$ cat config.mk
export PLATFORM = sky130hd
export DESIGN_NAME = lzwe_ctrl
export DESIGN_NICKNAME = d
export VERILOG_FILES = /design/src/hw/rtl/lzwe_pkg.sv /design/src/hw/rtl/lzwe_ctrl.sv
export SDC_FILE = /design/constraint.sdc
export NUM_CORES = 1
export LEC_CHECK = 0
export ABC_AREA = 1
export ABC_CLOCK_PERIOD_IN_PS = 3500
export BUFFER_PORTS_ARGS = -buffer_cell sky130_fd_sc_hd__buf_4
export CORE_AREA = 2 2 39 41
export DETAILED_ROUTE_END_ITERATION = 6
export DIE_AREA = 0 0 41 43
export PLACE_DENSITY = 0.68
export SLEW_MARGIN = 40
export SYNTH_ARGS = -nofsm -noshare
export SYNTH_HDL_FRONTEND = slang
export SYNTH_SLANG_ARGS = --single-unit
export TNS_END_PERCENT = 100
$ cat constraint.sdc
create_clock -name aclk -period 3.5 [get_ports aclk]
set_input_delay 0.525 -clock aclk [delete_from_list [all_inputs] [get_ports aclk]]
set_output_delay 0.525 -clock aclk [all_outputs]
set_load 0.1 [all_outputs]
$ cat src/hw/rtl/lzwe_pkg.sv
`timescale 1ns / 1ps
// ----------------------------------------------------------------------------
// lzwe_pkg
// Shared types and constants of the LZW byte-stream encoder.
// ----------------------------------------------------------------------------
package lzwe_pkg;

    localparam int unsigned BYTE_W       = 8;
    localparam int unsigned ALPHABET     = 256;
    localparam int unsigned EPOCH_W      = 4;
    localparam int unsigned MAX_RESULTS  = 4;
    localparam int unsigned PEND_MAX     = 7;
    localparam logic [31:0] HASH_MULT    = 32'h9E37_79B1;

    typedef enum logic [3:0] {
        ST_CLEAR,
        ST_IDLE,
        ST_HASH,
        ST_READ,
        ST_CMP,
        ST_DRAIN_MISS,
        ST_APPEND_LAST,
        ST_DRAIN_FLUSH,
        ST_END
    } lzwe_state_t;

    typedef struct packed {
        logic load;
        logic start_match;
        logic hash;
        logic probe_read;
        logic take_hit;
        logic miss;
        logic drain;
        logic flush;
        logic append_last;
        logic end_msg;
        logic clr_write;
    } lzwe_cmd_t;

    typedef struct packed {
        logic match_valid;
        logic last;
        logic hit;
        logic empty;
        logic exhausted;
        logic acc_ge8;
        logic acc_nonempty;
        logic out_free;
        logic clr_done;
        logic epoch_wrap;
    } lzwe_status_t;

endpackage

$ cat src/hw/rtl/lzwe_ctrl.sv
`timescale 1ns / 1ps
// ----------------------------------------------------------------------------
// lzwe_ctrl
// Sequencer: input handshake, dictionary probe and output drain control.
// ----------------------------------------------------------------------------
module lzwe_ctrl (
    input  logic                  aclk,
    input  logic                  aresetn,
    input  logic                  s_tvalid,
    input  logic                  s_tlast,
    output logic                  s_tready,
    input  lzwe_pkg::lzwe_status_t st,
    output lzwe_pkg::lzwe_cmd_t    cmd,
    output lzwe_pkg::lzwe_state_t  state
);
    import lzwe_pkg::*;

    lzwe_state_t state_reg;
    lzwe_state_t state_next;

    always_ff @(posedge aclk) begin
        if (!aresetn) begin
            state_reg <= ST_CLEAR;
        end else begin
            state_reg <= state_next;
        end
    end

    always_comb begin
        state_next = state_reg;
        case (state_reg)
            ST_CLEAR: begin
                if (st.clr_done) state_next = ST_IDLE;
            end
            ST_IDLE: begin
                if (s_tvalid) begin
                    if (st.match_valid)  state_next = ST_HASH;
                    else if (s_tlast)    state_next = ST_APPEND_LAST;
                end
            end
            ST_HASH:  state_next = ST_READ;
            ST_READ:  state_next = ST_CMP;
            ST_CMP: begin
                if (st.hit)                         state_next = st.last ? ST_APPEND_LAST
                                                                        : ST_IDLE;
                else if (st.empty || st.exhausted)  state_next = ST_DRAIN_MISS;
                else                                state_next = ST_READ;
            end
            ST_DRAIN_MISS: begin
                if (!st.acc_ge8) state_next = st.last ? ST_APPEND_LAST : ST_IDLE;
            end
            ST_APPEND_LAST: state_next = ST_DRAIN_FLUSH;
            ST_DRAIN_FLUSH: begin
                if (!st.acc_nonempty) state_next = ST_END;
            end
            ST_END:  state_next = st.epoch_wrap ? ST_CLEAR : ST_IDLE;
            default: state_next = ST_CLEAR;
        endcase
    end

    always_comb begin
        cmd      = '0;
        s_tready = 1'b0;
        case (state_reg)
            ST_CLEAR: cmd.clr_write = 1'b1;
            ST_IDLE: begin
                s_tready = 1'b1;
                if (s_tvalid) begin
                    cmd.load        = 1'b1;
                    cmd.start_match = !st.match_valid;
                end
            end
            ST_HASH: cmd.hash       = 1'b1;
            ST_READ: cmd.probe_read = 1'b1;
            ST_CMP: begin
                if (st.hit)                         cmd.take_hit = 1'b1;
                else if (st.empty || st.exhausted)  cmd.miss     = 1'b1;
            end
            ST_DRAIN_MISS: cmd.drain = st.acc_ge8 && st.out_free;
            ST_APPEND_LAST: cmd.append_last = 1'b1;
            ST_DRAIN_FLUSH: begin
                cmd.flush = 1'b1;
                cmd.drain = st.acc_nonempty && st.out_free;
            end
            ST_END:  cmd.end_msg = 1'b1;
            default: cmd = '0;
        endcase
    end

    assign state = state_reg;

endmodule

==> impl_metrics.tcl <==
set metrics [dict create \
    antenna_found_initial 0 \
    ios 30 \
    synth-edff-count 0 \
    clock_latency_ns 0.24 \
    power.density_nw_per_um2 826 \
    hold_start "aresetn" \
    synth.most_common_cell "nand2_1" \
    vias 624 \
    yosysSeqAreaShare 0.173 \
    postCtsSetupBuffers 0 \
    timing.rr.start "state[0]" \
    grt_pass1_wl_mm 2.12 \
    synth_top_area_frac 0.173 \
    synth-main-ff-cell "dfxtp_1" \
    die_w_um 41 \
    fin_skew_ns 0.00160 \
    design_area_sq_um 749 \
    first_global_vias 514 \
    rows 14 \
    hp-class "primary input to flip-flop" \
    max-cap-violations 0 \
    dp_hpwl_mm 1.13 \
    hold-path-endpoint "state[0]" \
    crit_fanout 8 \
    dr.first_iter.drc_count 7 \
    status "completed" \
    wl_per_cell_um 10.8 \
    cts.reportedPaths.clkPinSlew_ns 0.04 \
    grt_max_degree 9 \
    synthTopCellsByArea "dfxtp_1 17%, nand2_1 11%, nand3_1 9.8%, nor2_1 8.9%, inv_1 8.1%" \
    critPathRequiredTime_ns 2.97 \
    route.detailed.drc 0 \
    synth.net_count 92 \
    gp_congestion 0.873 \
    holdBufCountCts 0 \
    dieArea_sq_um 1760 \
    synth_area_leader_cell "dfxtp_1" \
    dr.pass1.iters 4 \
    die_h_um 43 \
    cp_data_arrival_time_ns 1.72 \
    cts_tree "yes" \
    syn_area_per_cell_sq_um 5.92 \
    placed_area_sq_um 727 \
    slew_headroom 0.725 \
    final-instance-count-excl-fill 126 \
    initial_core_util 0.334 \
    ys_warn_count 0 \
    antenna_left 0 \
    port_buffers 29 \
    synth_area_sq_um 462 \
    clockRootBuffer "clkbuf_4" \
    period_needed_ns 2.24 \
    synthCells 78 \
    endpoint_kind "output port" \
    grt_setup_unrepaired "false" \
    cts_num_sinks 4 \
    finalCritPeriodShare 0.641 \
    grt_usage 0.183 \
    clock_path_buffers 2 \
    totalWireLength_mm 1.36 \
    largest_reg_flops 4 \
    clock.fmax_mhz 446 \
    antenna-diode-count 0 \
    tightestPinTransition_ns 0.408 \
    leakagePower_nw 0.401 \
    setup-violations-final 0 \
    ir_drop_v 0.000310 \
    core_sq_um 1380 \
    slew_viol_final 0 \
    timing.final.hold_violations 0 \
    ys_seq_elements 4 \
    post_cts_resized 0 \
    area_delta_synth_final_pct 62.3 \
    drive_above_1_share 0.491 \
    h-tree-depth 1 \
    dp_cells 123 \
    async_reset_ff_frac 0 \
    synth_commonest_cells "14 x nand2_1, 11 x nor2_1, 10 x inv_1" \
    crit_type "flip-flop to output port" \
    reg2reg_to "state[2]" \
    reg2reg_depth 7 \
    hold_depth 3 \
    nets 126 \
    ys_types 20 \
    grt_overflow 0 \
    startpoint_type "flip-flop" \
    cts_made_buffers 3 \
    reg2reg_slack_ns 2.08 \
    vias_per_cell 4.95 \
]
[how the worst max path moves through the flow]
stage / from / to / depth (start not counted)
floorplan: state[3] / cmd[1] / 2
global placement: state[0] / cmd[4] / 5
detailed placement: state[0] / cmd[4] / 5
CTS: state[0] / cmd[4] / 5
global route: state[0] / cmd[4] / 5
finish: state[0] / cmd[4] / 5
[per-stage QoR]
stage	setup WS, ns	hold WS, ns	setup TNS, ns	utilization	power (mW)
after floorplan	-0.0105	0.696	-0.0179	-	0.466
after global placement	1.59	0.644	0	0.525	0.560
after detailed placement	1.51	0.657	0	0.525	0.561
after CTS	1.25	0.554	0	0.542	0.621
after global routing	1.17	0.563	0	0.542	0.655
final	1.26	0.553	0	0.542	0.619
[layout by cell type, fill, tap and decap left out]
cell	instances
nand4_1	1
nor3_4	1
dfxtp_1	4
inv_2	3
nand2_1	14
nand3b_1	2
clkbuf_4	3
a21oi_4	1
nand2_2	4
o31ai_1	1
nor3_2	2
nor2_1	11
nand3_2	2
nor4_2	1
o21ai_0	1
o21ai_1	1
a21oi_2	1
inv_1	10
buf_4	29
nand3_1	9
nor2_2	5
a21oi_1	2
nor2_4	2
[report_power, final]
part | internal [mW] | switching [mW] | total [mW] | leakage (nW)
Sequential | 0.0562 | 0.0270 | 0.0832 | 0.0326
Clock | 0.0386 | 0.0222 | 0.0607 | 0.0138
Combinational | 0.107 | 0.368 | 0.475 | 0.354
Total | 0.202 | 0.417 | 0.619 | 0.401
[cell families after synthesis]
logic type | share of synthesized area
AOI/OAI and AO/OA | 0.0894
DFF | 0.173
and+or+nand+nor | 0.631
buffers and inverters | 0.106
[per-layer routing]
metal / global-route usage / vias to the layer above / part of all wire
li1: - / 321 / -
met1: 0.207 / 281 / 0.41
met2: 0.278 / 20 / 0.51
met3: 0.0785 / 2 / 0.067
met4: 0.0933 / 0 / 0.0088
met5: 0 / - / 0
[critical path, stage by stage, from the launching register on]
cell     delay [ns]
dfxtp_1        0.54
nand2_2        0.15
nor3_4         0.20
nand2_2        0.14
a21oi_4        0.15
buf_4          0.29
[area by class of cell]
| class | count | area, sq um |
|---|---|---|
| Sequential cell | 4 | 80.1 |
| Fill cell | 139 | 634 |
| Timing Repair Buffer | 29 | 218 |
| Tap cell | 16 | 20.0 |
| Multi-Input combinational cell | 61 | 360 |
| Inverter | 13 | 48.8 |
| Clock buffer | 3 | 22.5 |
Note: power is estimated with default switching activity, not from simulation.
